### config.mk
export PLATFORM = sky130hd
export DESIGN_NAME = srsf_cell
export DESIGN_NICKNAME = d
export VERILOG_FILES = /design/src/hw/rtl/srsf_pkg.sv /design/src/hw/rtl/srsf_cell.sv
export SDC_FILE = /design/constraint.sdc
export NUM_CORES = 1
export LEC_CHECK = 0
export ABC_AREA = 1
export BUFFER_PORTS_ARGS = -buffer_cell sky130_fd_sc_hd__buf_2
export CAP_MARGIN = 20
export CORE_UTILIZATION = 35
export DETAILED_ROUTE_END_ITERATION = 8
export HOLD_SLACK_MARGIN = 0.15
export PLACE_DENSITY_LB_ADDON = 0.15
export SETUP_SLACK_MARGIN = 0.3
export SYNTH_ARGS = -nofsm -noshare
export SYNTH_HDL_FRONTEND = slang
export SYNTH_SLANG_ARGS = --single-unit
### constraint.sdc
create_clock -name clk -period 1 [get_ports clk]
set_clock_uncertainty 0.1 [all_clocks]
set_input_delay 0.1 -clock clk [delete_from_list [all_inputs] [get_ports clk]]
set_output_delay 0.1 -clock clk [all_outputs]
set_load 0.05 [all_outputs]
### src/hw/rtl/srsf_pkg.sv
// Shared types and constants for the symmetric row smoothing filter.
// Used by the channel interfaces, the window cell, the tap lane and the top level.
package srsf_pkg;

    // Default sizing of the filter.
    localparam int DEF_MAX_TAPS       = 7;
    localparam int DEF_PIXEL_BITS     = 16;
    localparam int DEF_COEF_FRAC_BITS = 16;

    // Configuration port and register widths.
    localparam int CFG_ADDR_W  = 4;
    localparam int CFG_DATA_W  = 17;
    localparam int COEF_W      = 17;
    localparam int TAP_COUNT_W = 3;
    localparam int NUM_COEF    = 7;

    // Reset values of the registers.
    localparam logic [TAP_COUNT_W-1:0] TAP_COUNT_RESET   = 3'd1;
    localparam logic [COEF_W-1:0]      COEF_CENTER_RESET = 17'h10000;

    // Register indexes on the configuration port.
    typedef enum logic [CFG_ADDR_W-1:0] {
        REG_TAP_COUNT   = 4'd0,
        REG_COEF_CENTER = 4'd1,
        REG_COEF_OFF1   = 4'd2,
        REG_COEF_OFF2   = 4'd3,
        REG_COEF_OFF3   = 4'd4,
        REG_COEF_OFF4   = 4'd5,
        REG_COEF_OFF5   = 4'd6,
        REG_COEF_OFF6   = 4'd7
    } cfg_reg_t;

    // Controls of one window cell.
    typedef struct packed {
        logic shift;
        logic fill;
    } cell_ctrl_t;

    // Load enables of one tap lane, one per pipeline stage it owns.
    typedef struct packed {
        logic ld_pair;
        logic ld_prod;
    } lane_ctrl_t;

endpackage

### src/hw/rtl/srsf_cell.sv
// One sample cell of the filter's sliding window.
// Depends on srsf_pkg for the control struct.
module srsf_cell #(
    parameter int PIXEL_BITS = srsf_pkg::DEF_PIXEL_BITS
) (
    input  logic                   clk,
    input  srsf_pkg::cell_ctrl_t   ctrl,
    input  logic [PIXEL_BITS-1:0]  fill_value,
    input  logic [PIXEL_BITS-1:0]  prev_sample,
    output logic [PIXEL_BITS-1:0]  sample
);

    logic [PIXEL_BITS-1:0] sample_reg;
    logic [PIXEL_BITS-1:0] sample_next;

    // A row start loads every cell with the first pixel; otherwise the
    // cell takes its neighbor's sample on each window shift.
    always_comb
    begin
        sample_next = sample_reg;
        if (ctrl.fill)
        begin
            sample_next = fill_value;
        end
        else if (ctrl.shift)
        begin
            sample_next = prev_sample;
        end
    end

    always_ff @(posedge clk)
    begin
        sample_reg <= sample_next;
    end

    assign sample = sample_reg;

endmodule

# == Yosys cells after proc, flatten, opt, wreduce, memory -nomap -nowiden ==
# Cells that the tools add are included.
# totals
register_bits,16
in_bits,35
out_inout_bits,16
word_cells,4
# classes
muxes,2
reduce_logical,1
# ops
cell,n
two-way mux 16 bit,2
nonzero test 2 bit,1

# == Longest topological paths before layout ==
# Gate-level depths: netlist (run 1).
# depth
depth_word,2
ltp_mapped,5
mapped_depth_nobuf,3

# == Least setup slack after synthesis (run 1) ==
# OpenSTA, ideal clock, no wires.
# synth_timing
path_kind,input to register
startpoint,in ctrl[0] in the netlist's numbering
endpoint,"reg sample_reg[0], in the netlist sample[0] (enable)"
setup_ns,0.373
t_arrival_ns,0.639
required_ns,0.527
slack_ns,-0.111
path_stages,2
n_path_buf,1
cell_sequence,buf_6 -> or2_1
# synth_via
elab_chain_cells,1
# synth_rtl
item,line_no,source
start: declaration,srsf_cell.sv:7,"input srsf_pkg::cell_ctrl_t ctrl,"
nonzero test 2 bit (no source line),--,
end signal: assignment,srsf_cell.sv:33,sample_reg <= sample_next;
end: declaration,srsf_cell.sv:13,logic [PIXEL_BITS-1:0] sample_reg;
# Every way passes these cells.
# A chain may end at the register's enable or synchronous reset.

# == Worst setup path in the final report (run 1) ==
# layout_timing
startpoint,"reg sample_reg[3], in the netlist sample[3]"
endpoint,out sample[3]
# layout_lines
item,line_no,source
end: declaration,srsf_cell.sv:10,output logic [PIXEL_BITS-1:0] sample
# No word-level cell between the ends.

==> flow_summary.json, run 1 <==
{
  "worstHoldStart": "prev_sample[7]",
  "dieArea_sq_um": 2270,
  "finalCriticalPeriod_ns": 1.03,
  "num-fill-cells": 191,
  "slew-limit-headroom_pct": 85.7,
  "syn_area_per_cell_sq_um": 10.6,
  "cellPowerDensity_nw_per_um2": 1560,
  "design_area_sq_um": 1120,
  "syn_to_final_growth_pct": 52.9,
  "track_usage_pct": 12.3,
  "violations": "negative hold slack, negative setup slack",
  "drive_gt1_share_pct": 50.8,
  "hold_depth": 3,
  "ant_nets": 0,
  "syn_area_sq_um": 731,
  "cp_num_buf_inv": 1,
  "crit_path_end_kind": "primary output",
  "drc_errors": 0,
  "yosys.area.top_type": "edfxtp_1",
  "finalSetupViolCount": 16,
  "initialDrtViolationCount": 7,
  "wl_per_cell_um": 9.10,
  "vias": 621,
  "io_pins": 51,
  "fin_nets": 157,
  "largest_reg_flops": 16,
  "clockBufferDepth": 2,
  "max_freq_mhz": 967,
  "gp_congestion": 0.594,
  "ys_types": 7,
  "place_area_sq_um": 995,
  "swShare_pct": 32.4,
  "worstMarginPinSlew_ns": 0.215,
  "slowest_delay_ns": 0.40,
  "maxCapViolations": 0,
  "antenna_found_initial": 0,
  "port_buffers": 50,
  "regArea_sq_um": 480,
  "p_leak_nw": 0.569,
  "firstDrtPassIters": 4,
  "arrival_ns": 0.83,
  "avgViaCountPerCell": 4.22,
  "drt_wl_total_mm": 1.34,
  "switchingPower_mw": 0.565,
  "power_frac_seq_pct": 49.1,
  "crit_chain": "buf_6",
  "p_int_mw": 1.18,
  "ir_drop_mv": 0.750,
  "die_h_um": 47.7,
  "coreArea_sq_um": 1960,
  "crit_required_ns": 0.80,
  "critPathKind": "reg -> out",
  "diodes": 0,
  "finalHoldViolCount": 11,
  "synth_seq_cells": 16,
  "p_comb_share_pct": 33.2,
  "min_to": "sample[7]",
  "setup_tns_ns": -0.317,
  "fin_hold_ws_ns": -0.0117,
  "overflow": 0,
  "grt_pass1_vias": 474,
  "fin_cells": 147,
  "outcome": "complete, but fails checks",
  "fin_crit_sh_pct": 103,
  "yosysSeqAreaShare_pct": 65.8,
  "initial_core_util_pct": 37.2,
  "cts_tree": "done",
  "power.total_mw": 1.74,
  "worst_slack_ns": -0.0338,
  "grt_pass1_wl_mm": 1.93,
  "grt_max_degree": 18,
  "synth_cells": 69,
  "crit_slowest_cell": "edfxtp_1",
  "cts_sinks": 16,
  "root_buffer": "clkbuf_4",
  "place_inst": 144,
  "syn-num-nets": 104,
  "final_max_slew_viol_count": 0,
  "netlist.area_leader.share_pct": 65.8,
  "multiInputGateArea_sq_um": 201,
  "die_width_um": 47.7,
  "hold_path_class": "in -> reg",
  "rows": 16,
  "rsz0062_at_grt": "yes",
  "clkTransAtPathRegs_ns": 0.08,
  "critPathTopFamily": "flip-flops",
  "numCtsBuffers": 3,
  "synth_area_leaders": "edfxtp_1 (66%), nand2_1 (22%), nand2_2 (4.3%)",
  "ys_warn_count": 0,
  "p_clk_share_pct": 17.8,
  "path_max_fanout": 1,
  "htree_levels": 1,
  "postCtsSetupBuffers": 0,
  "startpoint_type": "flip-flop"
}
-- what timing repair did --
| action | in CTS | in global routing |
|---|---|---|
| endpoints found under the setup margin | 16 | 16 |
| resized for setup | 32 | 0 |
| hold endpoints to repair | 16 | 16 |
-- metrics by stage --
stage | hold WS (ns) | setup slack (ns) | utilization (%)
floorplan | 0.173 | 0.118 | -
CTS | -0.0189 | -0.0510 | 57.0
global placement | 0.267 | 0.0850 | 50.7
finish | -0.0117 | -0.0338 | 57.0
detailed placement | 0.267 | 0.0803 | 50.7
global route | -0.0130 | -0.0806 | 57.0
-- kinds of logic after synthesis --
family	Yosys count	share of synthesized area [%]
simple gates	49	27.2
flops	16	65.8
buf+inv	4	7.02
-- synthesized netlist by cell type --
master / instances
buf_6: 2
nand2_2: 5
edfxtp_1: 16
buf_12: 1
nand2_1: 43
inv_6: 1
or2_1: 1
-- worst max path at each step --
| stage | to | start | depth (start not counted) |
|---|---|---|---|
| floorplan | sample[0] | ctrl[0] | 2 |
| global placement | sample[7] | ctrl[0] | 2 |
| detailed placement | sample[7] | ctrl[0] | 2 |
| CTS | sample[9] | sample[9] | 1 |
| global route | sample[10] | sample[10] | 1 |
| finish | sample[3] | sample[3] | 1 |
-- cell type report --
cell class | instances | share of cell area (%)
Sequential cell | 16 | 43.0
Timing Repair Buffer | 51 | 33.1
Multi-Input combinational cell | 49 | 18.0
Tap cell | 27 | 3.02
Clock buffer | 3 | 2.02
Inverter | 1 | 0.784
-- cells in the final DEF (no fill, tap or decap) --
cell	instances
buf_12	1
buf_2	34
buf_6	16
clkbuf_4	3
edfxtp_1	16
inv_6	1
nand2_1	43
nand2_2	5
or2_4	1
-- metal layers --
layer | up-vias | routed length [um] | GRT usage (%)
met5 | - | 0 | 0
met4 | 0 | 19 | 8.33
met3 | 2 | 71 | 1.13
met2 | 24 | 693 | 21.4
met1 | 274 | 553 | 14.2
li1 | 321 | - | -
-- power by group through the flow --
stage	registers [mW]	clock network, mW	logic, mW
final	0.856	0.310	0.578
after global routing	0.867	0.347	0.613
after floorplan	1.12	0	0.0970
after global placement	0.852	0	0.493
after CTS	0.858	0.325	0.581
after detailed placement	0.854	0	0.495
Note: power is estimated with default switching activity, not from simulation.
==> inputs of run 2 (changes only) <==
--- a/config.mk
+++ b/config.mk
@@ -12,6 +12,7 @@
 export DETAILED_ROUTE_END_ITERATION = 8
 export HOLD_SLACK_MARGIN = 0.15
 export PLACE_DENSITY_LB_ADDON = 0.15
+export RECOVER_POWER = 100
 export SETUP_SLACK_MARGIN = 0.3
 export SYNTH_ARGS = -nofsm -noshare
 export SYNTH_HDL_FRONTEND = slang
==> flow_summary.json, run 2 (synthesis results as in run 1) <==
{
  "outcome": "complete, but fails checks",
  "violations": "negative hold slack, negative setup slack",
  "overflow": 0,
  "rows": 16,
  "ir_drop_mv": 0.749,
  "io_pins": 51,
  "worstMarginPinSlew_ns": 0.647,
  "path_max_fanout": 1,
  "avgViaCountPerCell": 4.23,
  "cellPowerDensity_nw_per_um2": 1580,
  "die_h_um": 47.7,
  "worst_slack_ns": -0.0336,
  "maxCapViolations": 0,
  "coreArea_sq_um": 1960,
  "finalHoldViolCount": 13,
  "final_max_slew_viol_count": 0,
  "startpoint_type": "flip-flop",
  "max_freq_mhz": 967,
  "slowest_delay_ns": 0.40,
  "critPathKind": "reg -> out",
  "clkTransAtPathRegs_ns": 0.08,
  "hold_path_class": "in -> reg",
  "die_width_um": 47.7,
  "fin_crit_sh_pct": 103,
  "arrival_ns": 0.83,
  "finalSetupViolCount": 16,
  "cts_tree": "done",
  "initialDrtViolationCount": 7,
  "cp.depth": 1,
  "p_leak_nw": 0.562,
  "port_buffers": 50,
  "crit_path_end_kind": "primary output",
  "endpoint": "sample[3]",
  "fin_hold_ws_ns": -0.0116,
  "ant_nets": 0,
  "crit_required_ns": 0.80,
  "critPathTopFamily": "flip-flops",
  "fin_nets": 157,
  "drc_errors": 0,
  "firstDrtPassIters": 4,
  "numCtsBuffers": 3,
  "crit_slowest_cell": "edfxtp_1",
  "drt_wl_total_mm": 1.35,
  "initial_core_util_pct": 37.2,
  "rsz0062_at_grt": "yes",
  "syn_to_final_growth_pct": 49.5,
  "grt_max_degree": 18,
  "htree_levels": 1,
  "final_cell_mix": "nand2_1 (45), buf_2 (34), buf_6 (16), edfxtp_1 (16)",
  "root_buffer": "clkbuf_4",
  "dieArea_sq_um": 2270,
  "largest_reg_flops": 16,
  "drive_gt1_share_pct": 48.3,
  "cp_num_buf_inv": 1,
  "antenna_found_initial": 0,
  "utilization_pct": 55.7,
  "final_common_cell": "nand2_1",
  "finalCriticalPeriod_ns": 1.03,
  "track_usage_pct": 12.3,
  "cts_sinks": 16,
  "postCtsSetupBuffers": 0,
  "slew-limit-headroom_pct": 56.9,
  "clockBufferDepth": 2,
  "crit_chain": "buf_6",
  "power.total_mw": 1.73,
  "wl_per_cell_um": 9.16,
  "crit_path_start": "sample[3]",
  "num-fill-cells": 193,
  "grt_pass1_vias": 474,
  "vias": 622,
  "diodes": 0,
  "gp_congestion": 0.594,
  "grt_pass1_wl_mm": 1.93
}
## run 2: changes by cell type in the layout (fill, tap and decap cells not counted)
cell,change
or2_1,+1
buf_12,-1
or2_4,-1
inv_4,+1
clkbuf_2,+1
nand2_2,-2
inv_6,-1
nand2_1,+2
## run 2: how the worst min path moves through the flow
stage,from,endpoint,slack (ns),cells past startpoint
finish,prev_sample[7],sample[7],-0.01,3
global route,prev_sample[6],sample[6],-0.01,3
CTS,prev_sample[7],sample[7],-0.02,3
detailed placement,prev_sample[7],sample[7],0.27,3
global placement,prev_sample[7],sample[7],0.27,3
floorplan,prev_sample[10],sample[10],0.17,2
## run 2: power breakdown
group          internal, mW  leakage [nW]  switching (mW)
logic                 0.206         0.383           0.359
clock network         0.139        0.0138           0.172
registers             0.825         0.165          0.0312
total                  1.17         0.562           0.561
## run 2: metal layers
metal	track usage [%]	wire, um	up-vias
li1	-	-	321
met1	14.2	564	275
met2	21.4	691	24
met3	1.13	71	2
met4	8.33	19	0
met5	0	0	-
## run 2: per-stage QoR
stage	worst slack, ns	instance area (sq um)	TNS, ns	cells	hold slack [ns]
6_report	-0.0336	1090	-0.319	147	-0.0116
5_1_grt	-0.0806	1090	-0.994	147	-0.0130
4_1_cts	-0.0510	1120	-0.548	147	-0.0189
3_5_place_dp	0.0803	995	0	144	0.267
3_3_place_gp	0.0850	995	0	144	0.267
2_1_floorplan	0.118	742	0	69	0.173
## run 2: area by class of cell
class                      count  area, sq um  share of cell area, %
tap                           27         33.8                   3.09
multi-input combinational     49          194                   17.8
inverter                       1         6.26                  0.573
sequential                    16          480                   44.0
timing repair buffer          51          355                   32.5
clock buffer                   3         22.5                   2.06
## run 2: repair_timing
item	4_1_cts	5_1_grt
endpoints found under the setup margin	16	16
hold endpoints to repair	16	16
gates resized for setup	32	0
==> inputs of run 3 (changes only) <==
--- a/config.mk
+++ b/config.mk
@@ -11,6 +11,7 @@
 export CORE_UTILIZATION = 35
 export DETAILED_ROUTE_END_ITERATION = 8
 export HOLD_SLACK_MARGIN = 0.15
+export MAX_ROUTING_LAYER = met4
 export PLACE_DENSITY_LB_ADDON = 0.15
 export RECOVER_POWER = 100
 export SETUP_SLACK_MARGIN = 0.3
==> flow_summary.json, run 3 (synthesis results as in run 1) <==
{
  "utilization_pct": 55.7,
  "wl_per_cell_um": 9.16,
  "dieArea_sq_um": 2270,
  "hold_path_class": "in -> reg",
  "max_freq_mhz": 967,
  "final_max_slew_viol_count": 0,
  "coreArea_sq_um": 1960,
  "htree_levels": 1,
  "drt_wl_total_mm": 1.35,
  "antenna_found_initial": 0,
  "ant_nets": 0,
  "firstDrtPassIters": 4,
  "finalHoldViolCount": 13,
  "grt_max_degree": 18,
  "avgViaCountPerCell": 4.24,
  "drive_gt1_share_pct": 48.3,
  "die_width_um": 47.7,
  "violations": "negative hold slack, negative setup slack",
  "num-fill-cells": 193,
  "largest_reg_flops": 16,
  "arrival_ns": 0.83,
  "critPathTopFamily": "flip-flops",
  "drc_errors": 0,
  "crit_slowest_cell": "edfxtp_1",
  "cellPowerDensity_nw_per_um2": 1580,
  "cts_tree": "done",
  "die_h_um": 47.7,
  "setup_tns_ns": -0.320,
  "clockBufferDepth": 2,
  "cts_sinks": 16,
  "crit_path_end_kind": "primary output",
  "cp_num_buf_inv": 1,
  "syn_to_final_growth_pct": 49.5,
  "outcome": "complete, but fails checks",
  "grt_pass1_vias": 475,
  "crit_required_ns": 0.80,
  "worstMarginPinSlew_ns": 0.647,
  "critPathKind": "reg -> out",
  "finalSetupViolCount": 16,
  "hold_depth": 3,
  "clkTransAtPathRegs_ns": 0.08,
  "min_to": "sample[7]",
  "numCtsBuffers": 3,
  "io_pins": 51,
  "rsz0062_at_grt": "yes",
  "initial_core_util_pct": 37.2,
  "postCtsSetupBuffers": 0,
  "finalCriticalPeriod_ns": 1.03,
  "slew-limit-headroom_pct": 56.9,
  "worst_slack_ns": -0.0336,
  "overflow": 0,
  "ir_drop_mv": 0.749,
  "track_usage_pct": 12.7,
  "worstHoldStart": "prev_sample[7]",
  "slowest_delay_ns": 0.40,
  "gp_congestion": 0.598,
  "path_max_fanout": 1,
  "grt_pass1_wl_mm": 1.93,
  "power.total_mw": 1.73,
  "initialDrtViolationCount": 8,
  "diodes": 0,
  "crit_chain": "buf_6",
  "maxCapViolations": 0,
  "vias": 624,
  "startpoint_type": "flip-flop",
  "fin_hold_ws_ns": -0.0116,
  "fin_crit_sh_pct": 103,
  "rows": 16,
  "fin_nets": 157,
  "final_common_cell": "nand2_1",
  "port_buffers": 50,
  "final_cell_mix": "nand2_1 (45), buf_2 (34), buf_6 (16), edfxtp_1 (16)",
  "root_buffer": "clkbuf_4",
  "p_leak_nw": 0.562
}
==> run 3: cell counts in the layout (fill, tap and decap cells not counted) <==
No cell type changed its count.
==> run 3: final cells by class <==
type / instances / area [sq um] / area share [%]
multi-input cells: 49 / 194 / 17.8
repair buffers: 51 / 355 / 32.5
well taps: 27 / 33.8 / 3.09
flip-flops and latches: 16 / 480 / 44.0
clock buffers: 3 / 22.5 / 2.06
inverters: 1 / 6.26 / 0.573
==> run 3: worst max-delay path by stage <==
| stage | startpoint | to | slack, ns | depth (start not counted) |
|---|---|---|---|---|
| 6_report | sample[3] | sample[3] | -0.03 | 1 |
| 5_1_grt | sample[10] | sample[10] | -0.08 | 1 |
| 4_1_cts | sample[9] | sample[9] | -0.05 | 1 |
| 3_5_place_dp | ctrl[0] | sample[7] | 0.08 | 2 |
| 3_3_place_gp | ctrl[0] | sample[7] | 0.08 | 2 |
| 2_1_floorplan | ctrl[0] | sample[0] | 0.12 | 2 |
==> run 3: repair_timing <==
item                       in CTS  in global routing
hold endpoints to repair       16                 16
pin swaps                       0                  0
gates cloned                    0                  0
setup endpoints to repair      16                 16
resized for setup              32                  0
==> run 3: through the flow <==
stage / hold WS, ns / setup slack, ns / cells / cell area, sq um
floorplan: 0.173 / 0.118 / 69 / 742
global placement: 0.267 / 0.0850 / 144 / 995
detailed placement: 0.267 / 0.0803 / 144 / 995
CTS: -0.0189 / -0.0510 / 147 / 1120
global route: -0.0130 / -0.0806 / 147 / 1090
finish: -0.0116 / -0.0336 / 147 / 1090
==> run 3: metal layers <==
layer / global-route usage [%] / vias up / routed length, um
li1: - / 321 / -
met1: 14.2 / 277 / 566
met2: 21.4 / 24 / 689
met3: 1.13 / 2 / 70
met4: 8.33 / 0 / 21
met5: - / - / 0
==> run 3: report_power, final <==
part           leakage, nW  total (mW)  internal, mW  switching [mW]
sequential           0.165       0.856         0.825          0.0312
clock               0.0138       0.311         0.139           0.171
combinational        0.383       0.565         0.206           0.359
total                0.562        1.73          1.17           0.561
