[src/hw/rtl/srsf_pkg.sv]
// Shared types and constants for the symmetric row smoothing filter.
// Used by the channel interfaces, the window cell, the tap lane and the top level.
package srsf_pkg;

    // Default sizing of the filter.
    localparam int DEF_MAX_TAPS       = 7;
    localparam int DEF_PIXEL_BITS     = 16;
    localparam int DEF_COEF_FRAC_BITS = 16;

    // Configuration port and register widths.
    localparam int CFG_ADDR_W  = 4;
    localparam int CFG_DATA_W  = 17;
    localparam int COEF_W      = 17;
    localparam int TAP_COUNT_W = 3;
    localparam int NUM_COEF    = 7;

    // Reset values of the registers.
    localparam logic [TAP_COUNT_W-1:0] TAP_COUNT_RESET   = 3'd1;
    localparam logic [COEF_W-1:0]      COEF_CENTER_RESET = 17'h10000;

    // Register indexes on the configuration port.
    typedef enum logic [CFG_ADDR_W-1:0] {
        REG_TAP_COUNT   = 4'd0,
        REG_COEF_CENTER = 4'd1,
        REG_COEF_OFF1   = 4'd2,
        REG_COEF_OFF2   = 4'd3,
        REG_COEF_OFF3   = 4'd4,
        REG_COEF_OFF4   = 4'd5,
        REG_COEF_OFF5   = 4'd6,
        REG_COEF_OFF6   = 4'd7
    } cfg_reg_t;

    // Controls of one window cell.
    typedef struct packed {
        logic shift;
        logic fill;
    } cell_ctrl_t;

    // Load enables of one tap lane, one per pipeline stage it owns.
    typedef struct packed {
        logic ld_pair;
        logic ld_prod;
    } lane_ctrl_t;

endpackage

[src/hw/rtl/srsf_term.sv]
// One tap lane: picks the sample pair for its offset around the window
// center, then multiplies by its coefficient and drops the fraction bits.
// Depends on srsf_pkg.
module srsf_term #(
    parameter int LANE           = 0,
    parameter int MAX_TAPS       = srsf_pkg::DEF_MAX_TAPS,
    parameter int PIXEL_BITS     = srsf_pkg::DEF_PIXEL_BITS,
    parameter int COEF_FRAC_BITS = srsf_pkg::DEF_COEF_FRAC_BITS,
    parameter int WIN_DEPTH      = 2 * MAX_TAPS - 1,
    parameter int TAPS_W         = $clog2(MAX_TAPS + 1),
    parameter int TERM_W         = PIXEL_BITS + 1 + srsf_pkg::COEF_W - COEF_FRAC_BITS
) (
    input  logic                                   clk,
    input  srsf_pkg::lane_ctrl_t                   ctrl,
    input  logic [WIN_DEPTH-1:0][PIXEL_BITS-1:0]   window,
    input  logic [TAPS_W-1:0]                      taps,
    input  logic [srsf_pkg::COEF_W-1:0]            coef,
    output logic [TERM_W-1:0]                      term
);

    localparam int PAIR_W = PIXEL_BITS + 1;
    localparam int PROD_W = PAIR_W + srsf_pkg::COEF_W;

    logic [PAIR_W-1:0] pair_reg;
    logic [PAIR_W-1:0] pair_next;
    logic [TERM_W-1:0] term_reg;
    logic [TERM_W-1:0] term_next;
    logic [PROD_W-1:0] prod;

    // The window center sits at taps-1. A lane beyond the active tap count
    // contributes nothing; the center lane uses its sample once.
    always_comb
    begin
        int lo;
        int hi;
        pair_next = '0;
        for (int k = 1; k <= MAX_TAPS; k++)
        begin
            lo = (k > LANE) ? (k - 1 - LANE) : 0;
            hi = (k > LANE) ? (k - 1 + LANE) : 0;
            if ((k > LANE) && (taps == TAPS_W'(k)))
            begin
                if (LANE == 0)
                begin
                    pair_next = {1'b0, window[lo]};
                end
                else
                begin
                    pair_next = {1'b0, window[lo]} + {1'b0, window[hi]};
                end
            end
        end
    end

    assign prod      = PROD_W'(pair_reg) * PROD_W'(coef);
    assign term_next = prod[PROD_W-1:COEF_FRAC_BITS];

    always_ff @(posedge clk)
    begin
        if (ctrl.ld_pair)
        begin
            pair_reg <= pair_next;
        end
        if (ctrl.ld_prod)
        begin
            term_reg <= term_next;
        end
    end

    assign term = term_reg;

endmodule
[config.mk]
export PLATFORM = sky130hd
export DESIGN_NAME = srsf_term
export DESIGN_NICKNAME = d
export VERILOG_FILES = /design/src/hw/rtl/srsf_pkg.sv /design/src/hw/rtl/srsf_term.sv
export SDC_FILE = /design/constraint.sdc
export NUM_CORES = 1
export LEC_CHECK = 0
export ABC_AREA = 1
export BUFFER_PORTS_ARGS = -buffer_cell sky130_fd_sc_hd__buf_2
export CORE_MARGIN = 2
export CORE_UTILIZATION = 30
export DETAILED_ROUTE_END_ITERATION = 7
export PLACE_DENSITY = 0.47
export SLEW_MARGIN = 20
export SYNTH_ARGS = -nofsm -noshare
export SYNTH_HDL_FRONTEND = slang
export SYNTH_SLANG_ARGS = --single-unit
[constraint.sdc]
create_clock -name clk -period 5.6 [get_ports clk]
set_input_delay 0.84 -clock clk [delete_from_list [all_inputs] [get_ports clk]]
set_output_delay 0.84 -clock clk [all_outputs]
set_load 0.005 [all_outputs]
# --- Word level (Yosys, flattened, before mapping) ---
# Cells that the tools add are included.
word_totals:
  register_bits: 35
  latchBits: 0
  ram_bits: 0
  romBits: 0
  input_bits: 231
  elab_cells: 19
  memories: 0
classes:
  n_addsub: 0
  n_mul: 1
  div_mod_pow: 0
  n_lt_le_gt_ge: 0
  eq_ne: 7
  n_shift: 0
  n_mux: 7
  bitwise_logic: 0
  reduce_logical: 1
op_table:
  columns: ["op", "n"]
  rows:
  - ["16-bit 2-to-1 mux", 7]
  - ["17-bit by 17-bit multiplier with 34-bit output", 1]
  - ["3-bit equality test (second input constant)", 4]
  - ["3-bit by 2-bit equality test with 1-bit output (second input constant)", 2]
  - ["6-bit OR reduction", 1]
  - ["3-bit by 1-bit equality test with 1-bit output (second input constant)", 1]

# --- Logic depth before layout (Yosys ltp) ---
# Gate-level depths: netlist of the first run.
depth:
  ltp_word: 8
  mapped_depth: 27
  depth_no_buf: 25

# --- Least setup slack after synthesis of the first run ---
# OpenSTA, ideal clock, no wires.
synth_path:
  path_type: "in2reg"
  startpoint: "input port coef[8] (netlist bit)"
  endpoint: "register term_reg[14] (netlist: term[14]), data pin"
  setup_ns: 0.252
  arrival_ns: 5.630
  required_time_ns: 5.348
  slack_ns: -0.283
  stages: 23
  n_path_buf: 2
  cell_sequence: "clkbuf_1 -> clkbuf_1 -> nand2_1 -> fa_1 -> inv_1 -> fa_1 -> inv_1 -> fa_1 -> inv_1 -> fa_1 -> fa_1 -> inv_1 -> fa_1 -> inv_1 -> ha_1 -> nand2_1 -> inv_1 -> a21oi_1 -> o21bai_1 -> a21oi_1 -> nand2_1 -> nand2_1 -> nand2_1"
synth_between:
  elab_chain_cells: 1
synth_rtl:
  columns: ["element", "line", "text"]
  rows:
  - ["start, declared", "srsf_term.sv:17", "input logic [srsf_pkg::COEF_W-1:0] coef,"]
  - ["17-bit by 17-bit multiplier with 34-bit output", "srsf_term.sv:55", "assign prod = PROD_W'(pair_reg) * PROD_W'(coef);"]
  - ["via prod[30]", "srsf_term.sv:28", "logic [PROD_W-1:0] prod;"]
  - ["end signal, assigned", "srsf_term.sv:66", "term_reg <= term_next;"]
  - ["end, declared", "srsf_term.sv:26", "logic [TERM_W-1:0] term_reg;"]
# The timed path passes the listed nets, and every way through them passes these cells.
# A chain may end at the register's enable or synchronous reset.

# --- Worst setup path in the final report of the first run ---
layout_path:
  startpoint: "input port coef[11] (netlist bit)"
  endpoint: "register term_reg[17] (netlist: term[17]), data pin"
# Same word-level chain as after synthesis.

==> results of run 1 <==
[worst max-delay path: cells and delay by family]
family,cells,cell delay [ns]
fa+ha+maj,7,3.40
simple gates,9,0.78
buf+inv,6,0.49
[synthesized netlist by cell type]
library cell,n
a21boi_1,6
o21ai_0,44
o41ai_1,5
a21o_1,2
nor2_2,1
nand3_1,26
o21bai_1,4
nor2_1,45
o221ai_1,1
fa_1,208
o22ai_1,10
nand2_1,472
a21oi_1,55
buf_2,11
a31oi_1,1
or2_0,6
clkbuf_1,64
a21boi_0,2
ha_1,109
nor2_4,1
nor3_1,12
inv_2,5
nor3_2,1
xor2_1,4
o21ai_1,5
nand4_1,6
inv_1,467
a211oi_1,5
and3_1,1
edfxtp_1,34
[what timing repair did]
action,in CTS,in global routing
gates resized for setup,25,161
endpoints found under the setup margin,17,18
buffers inserted,2,9
pin swaps,1,45
[metrics by stage]
stage	hold WS, ns	setup TNS (ns)	setup slack [ns]	utilization	area, sq um
after global routing	0.8270	-0.1751	-0.04079	0.3746	14440
after detailed placement	1.125	-6.116	-0.4142	0.3519	13570
after CTS	0.8114	0	0.0006817	0.3581	13810
after floorplan	0.9525	0	0.005937	-	11800
after global placement	1.120	-6.944	-0.4537	0.3518	13560
final	0.8219	0	0.1309	0.3746	14440
[cell usage in the layout, fill, tap and decap left out, types with 2 or more instances in the layout]
| master | n |
|---|---|
| inv_1 | 455 |
| nand2_1 | 441 |
| fa_1 | 202 |
| buf_2 | 139 |
| ha_1 | 96 |
| buf_4 | 95 |
| edfxtp_1 | 34 |
| a21oi_1 | 33 |
| o21ai_0 | 32 |
| nor2_1 | 31 |
| nand3_1 | 24 |
| nand2_2 | 22 |
| a21oi_2 | 18 |
| inv_2 | 16 |
| buf_6 | 15 |
| nor2_2 | 12 |
| ha_4 | 12 |
| o21ai_1 | 10 |
| o22ai_1 | 10 |
| nand2_4 | 9 |
| nor3_2 | 9 |
| o21ai_2 | 7 |
| nand4_1 | 6 |
| or2_0 | 6 |
| a21boi_1 | 6 |
| fa_2 | 6 |
| buf_12 | 6 |
| a211oi_1 | 5 |
| o41ai_1 | 5 |
| clkbuf_16 | 5 |
| nor2_4 | 4 |
| a21oi_4 | 4 |
| xor2_1 | 4 |
| o21bai_1 | 3 |
| nor3_1 | 3 |
| clkbuf_4 | 3 |
| a21o_1 | 2 |
| nand3_2 | 2 |
[routing by layer]
layer / vias up / share of wire / track usage
met5: - / 0 / 0
met4: 0 / 0.012 / 0.02705
met3: 23 / 0.030 / 0.01846
met2: 135 / 0.47 / 0.2897
met1: 5043 / 0.48 / 0.2383
li1: 5053 / - / -
[area by class of cell]
| class | count | area, sq um |
|---|---|---|
| Inverter | 472 | 1774 |
| Clock inverter | 2 | 8.758 |
| Sequential cell | 34 | 1021 |
| Tap cell | 518 | 648.1 |
| Multi-Input combinational cell | 1032 | 9143 |
| Clock buffer | 6 | 128.9 |
| Timing Repair Buffer | 258 | 1720 |
| Fill cell | 4141 | 24110 |
[worst max path at each step]
| stage | startpoint | end | slack [ns] | cells after the start |
|---|---|---|---|---|
| floorplan | coef[7] | term[16] | 0.006 | 25 |
| global placement | coef[8] | term[15] | -0.45 | 21 |
| detailed placement | coef[8] | term[15] | -0.41 | 21 |
| CTS | coef[8] | term[16] | 0.0007 | 21 |
| global route | coef[3] | term[11] | -0.04 | 21 |
| finish | coef[11] | term[17] | 0.13 | 22 |
[kinds of logic after synthesis]
| group | after synthesis | synth area share |
|---|---|---|
| xor+xnor | 4 | 0.003000 |
| fa+ha+maj | 317 | 0.4735 |
| buf+inv | 547 | 0.1770 |
| flops | 34 | 0.08745 |
| compound gates | 140 | 0.06719 |
| simple gates | 571 | 0.1918 |
==> flow_metrics.env, run 1 <==
export IMPL_dp_hpwl_um=29300
export IMPL_holdBufCountCts=0
export IMPL_antenna_found_initial=1
export IMPL_fin_nets=2351
export IMPL_ff2ff_path_depth=22
export IMPL_wl_per_cell_um=14.25
export IMPL_grt_pass1_vias=10770
export IMPL_overflow=0
export IMPL_fmax_mhz=182.8
export IMPL_n_antenna_cell=0
export IMPL_crit_chain="buf_6 -> buf_4 -> nand2_1 -> fa_1 -> inv_2 -> fa_1 -> fa_1 -> fa_2 -> fa_1 -> inv_2 -> fa_1 -> inv_2 -> ha_4 -> nand2_4 -> nor2_4 -> inv_2 -> nor3_2 -> nand2_1 -> nand2_2 -> nand2_2 -> nand3_2 -> nand2_2"
export IMPL_largest_reg_flops=18
export IMPL_synth_area_sq_um=11670
export IMPL_clock_latency_ns=0.30
export IMPL_vias=10250
export IMPL_hold_start="window[105]"
export IMPL_grtUsageTotal=0.1705
export IMPL_via_per_inst=4.416
export IMPL_maxSlewViolCount=0
export IMPL_min_delay_worst_endpoint="pair_reg[9]"
export IMPL_min_period_ns=5.469
export IMPL_syn_avg_cell_area_sq_um=7.238
export IMPL_setup_violations_final=0
export IMPL_r2r_end="term[17]"
export IMPL_netlist_area_leader_share=0.3567
export IMPL_skew_ns=0.004622
export IMPL_hold_depth=3
export IMPL_required_ns=5.65
export IMPL_slowest_delay_ns=0.61
export IMPL_rsz0062_at_grt="true"
export IMPL_fp_dieArea_sq_um=40510
export IMPL_cts_buffers_inserted=5
export IMPL_dieHeight_um=201.3
export IMPL_maxSlewHeadroom=0.4984
export IMPL_port_buffers=152
export IMPL_final_cells=2322
export IMPL_synth_nets=2161
export IMPL_path_clk_slew_ns=0.06
export IMPL_ys_seq_elements=34
export IMPL_cp_max_fo=9
export IMPL_status="finished clean"
export IMPL_synthTopCellsByArea="fa_1 (36%), nand2_1 (15%), inv_1 (15%)"
export IMPL_num_rows=72
export IMPL_worstReg2RegStart="pair_reg[4]"
export IMPL_hold_viol=0
export IMPL_drive_gt1_frac=0.2162
export IMPL_end_kind="flip-flop"
export IMPL_htree_levels=2
export IMPL_ios=249
export IMPL_netlist_instances=1613
export IMPL_critical_path_class="in2reg"
export IMPL_yosysSeqAreaShare=0.08745
export IMPL_finalWirelength_um=33090
export IMPL_tightest_slew_ns=0.7483
export IMPL_r2r_slack_ns=0.16
export IMPL_final_antenna_net_count=0
export IMPL_drcViolationCount=0
export IMPL_ctsRootBufferMaster="clkbuf_16"
export IMPL_place_congestion=0.8768
export IMPL_dr_pass1_iters=5
export IMPL_min_path_type="in2reg"
export IMPL_cts_tree="built"
export IMPL_start_util=0.3028
export IMPL_grt_start_max_net_pins=25
export IMPL_die_w_um=201.3
export IMPL_timing_final_crit_share=0.9766
export IMPL_cp_common_cell="fa_1"
export IMPL_clock_sinks=34
export IMPL_dp_cells=2303
export IMPL_maxCapViolations=0
export IMPL_synth_top_area_cell="fa_1"
export IMPL_start_kind="input pin"
export IMPL_yosysWarningCount=0
export IMPL_synth_cell_types=30
export IMPL_synthToLayoutAreaGrowth_pct=23.72
export IMPL_worstPathArrival_ns=5.52
export IMPL_grt_pass1_wl_um=55370
export IMPL_critPathSlowestCell="fa_1"
export IMPL_clk_path_buf_depth=2
export IMPL_core_area_sq_um=38560
export IMPL_drtIter0Drc=584
Power of run 1 is left out: the tool's default activity adds up to more than one toggle a clock period on the data nets, which glitch-free logic cannot reach.
==> run 2, diff against run 1 <==
ABC_AREA = unset   (was 1)
==> run 2 against run 1 <==
Against the previous run:
- worst setup slack lost 0.25 ns
- largest cell class unchanged
- critical path type unchanged
- die area shrank 5.3%
- area after synthesis fell by 5.5%
- routed wire length decreased by 10%
- the run now ends with setup timing left
- core utilization increased by 1.6 points
- first-iteration DRC count is 27% lower
- flip-flop and latch count did not move
- synthesized cell count is 23% lower
==> flow_metrics.env, run 2 <==
export IMPL_status="complete, but fails checks"
export IMPL_violations="setup timing"
export IMPL_start_util=0.3030
export IMPL_ctsRootBufferMaster="clkbuf_16"
export IMPL_netlist_area_leader_share=0.3772
export IMPL_layout_common_cells="inv_1 (239), fa_1 (197), nand2_1 (169)"
export IMPL_drive_gt1_frac=0.3005
export IMPL_wl_per_cell_um=15.17
export IMPL_n_antenna_cell=0
export IMPL_num_rows=70
export IMPL_htree_levels=2
export IMPL_holdBufCountCts=0
export IMPL_yosysSeqAreaShare=0.09250
export IMPL_start_kind="input pin"
export IMPL_ys_top_cells_by_count="inv_1 (262), fa_1 (208), nand2_1 (176)"
export IMPL_yosysWarningCount=0
export IMPL_grt_pass1_vias=9516
export IMPL_antenna_found_initial=0
export IMPL_critPathSlowestCell="fa_1"
export IMPL_grt_start_max_net_pins=47
export IMPL_dieHeight_um=195.8
export IMPL_hold_viol=0
export IMPL_grtUsageMet3=0.009111
export IMPL_place_congestion=0.8216
export IMPL_worstPathArrival_ns=5.76
export IMPL_cts_buffers_inserted=5
export IMPL_setup_violations_final=6
export IMPL_core_area_sq_um=36430
export IMPL_dp_hpwl_um=25890
export IMPL_skew_ns=0.001563
export IMPL_synthTopCellsByArea="fa_1 (38%), ha_1 (12%), edfxtp_1 (9.2%)"
export IMPL_ys_flop_type="edfxtp_1"
export IMPL_synth_nets=1783
export IMPL_syn_avg_cell_area_sq_um=8.938
export IMPL_finalWirelength_um=29720
export IMPL_end_kind="flip-flop"
export IMPL_via_per_inst=4.685
export IMPL_clock_sinks=34
export IMPL_tightest_slew_ns=0.8286
export IMPL_min_period_ns=5.721
export IMPL_dr_pass1_iters=5
export IMPL_fin_util=0.3910
export IMPL_vias=9177
export IMPL_final_common_cell="inv_1"
export IMPL_path_clk_slew_ns=0.06
export IMPL_maxCapViolations=0
export IMPL_final_seq_area_sq_um=1021
export IMPL_async_flop_share=0
export IMPL_synth_cell_types=60
export IMPL_fp_dieArea_sq_um=38340
export IMPL_drcViolationCount=0
export IMPL_cp_max_fo=8
export IMPL_ys_seq_elements=34
export IMPL_multiInputGateArea_sq_um=9374
export IMPL_crit_chain="buf_12 -> buf_6 -> and2_1 -> fa_1 -> inv_1 -> fa_1 -> inv_1 -> fa_1 -> fa_1 -> fa_1 -> inv_1 -> fa_1 -> inv_1 -> ha_4 -> buf_6 -> nand4_1 -> a2111oi_4 -> buf_4 -> nor2_2 -> o211a_1"
export IMPL_maxSlewHeadroom=0.4455
export IMPL_synth_area_sq_um=11040
export IMPL_n_fill_cell=3742
export IMPL_clock_latency_ns=0.29
export IMPL_timing_final_crit_share=1.022
export IMPL_setup_tns_ns=-0.3576
export IMPL_synth_edf_count=34
export IMPL_gr_usage_met1=0.2046
export IMPL_cts_tree="built"
export IMPL_ios=249
export IMPL_drtIter0Drc=427
export IMPL_clk_path_buf_depth=2
export IMPL_yosysMostFrequentCell="inv_1"
export IMPL_die_w_um=195.8
export IMPL_global_route_usage_met2=0.2759
export IMPL_worst_slack_ns=-0.1211
export IMPL_overflow=0
export IMPL_grtUsageTotal=0.1523
export IMPL_grt_pass1_wl_um=47410
export IMPL_critical_path_class="in2reg"
export IMPL_fin_nets=2038
export IMPL_maxSlewViolCount=0
export IMPL_min_path_type="in2reg"
export IMPL_port_buffers=152
export IMPL_required_ns=5.64
export IMPL_cp_common_cell="fa_1"
export IMPL_largest_reg_flops=18
export IMPL_hold_ws_ns=0.8224
export IMPL_busiest_layer="met2"
export IMPL_netlist_instances=1235
export IMPL_fmax_mhz=174.8
export IMPL_final_antenna_net_count=0
export IMPL_synthToLayoutAreaGrowth_pct=29.07
export IMPL_synth_top_area_cell="fa_1"
export IMPL_slowest_delay_ns=0.53
export IMPL_rsz0062_at_grt="true"
[run 2: changes by cell type in the layout (fill, tap and decap cells not counted), moves of 21 or more]
cell	previous run	this run
inv_1	455	239
nand2_1	441	169
nand3_1	24	1
and2_4	0	21
a22oi_1	0	23
and2_1	0	93
buf_4	95	134
[run 2: path summary, 6_finish.rpt]
check                     from           end  slack [ns]  cells after the start
setup / recovery       coef[7]      term[11]       -0.12                     20
hold / removal     window[107]  pair_reg[11]        0.82                      2
setup reg to reg   pair_reg[7]      term[11]       -0.09                     19
hold reg to reg   pair_reg[15]      term[17]        1.65                      7
[run 2: metal layers]
| metal | up-vias | routed length, um |
|---|---|---|
| met5 | - | 0 |
| met4 | 0 | 194 |
| met3 | 11 | 502 |
| met2 | 93 | 15700 |
| met1 | 4705 | 13320 |
| li1 | 4368 | - |
[run 2: what timing repair did]
action | CTS | global route
pin swaps | 67 | 84
resized for setup | 80 | 93
cloned | 0 | 1
endpoints found under the setup margin | 17 | 18
setup buffers | 19 | 12
endpoints found under the hold margin | 0 | 0
[run 2: critical path, delay by kind of cell]
kind | cells | cell delay (ns)
adder cells (fa/ha/maj) | 7 | 3.18
buffers and inverters | 8 | 0.77
AO/OA/AOI/OAI | 2 | 0.62
AND/OR/NAND/NOR | 3 | 0.35
[run 2: final cells by class]
| class | instances | share of cell area |
|---|---|---|
| Inverter | 263 | 0.06929 |
| Multi-Input combinational cell | 879 | 0.6579 |
| Clock inverter | 2 | 0.0006147 |
| Clock buffer | 6 | 0.009045 |
| Timing Repair Buffer | 307 | 0.1503 |
| Sequential cell | 34 | 0.07166 |
| Tap cell | 468 | 0.04110 |
[run 2: stage by stage]
step                      worst slack, ns  cell area, sq um  std cells
after floorplan                   -0.3024             11230       1235
after global routing              -0.2492             14250       1959
after CTS                         -0.1431             13800       1950
final                             -0.1211             14250       1959
after detailed placement          -0.6919             13220       1924
after global placement            -0.6252             13220       1924
[run 2: kinds of logic after synthesis]
group                      after synthesis  share of synthesized area
AOI/OAI and AO/OA                      167                     0.1062
xor gates and xnor gates                17                    0.01349
adders and majority gates              317                     0.5008
buffers and inverters                  322                     0.1138
DFF                                     34                    0.09250
muxes                                   17                    0.01598
and+or+nand+nor                        361                     0.1572
Power of run 2 is left out for the same reason.
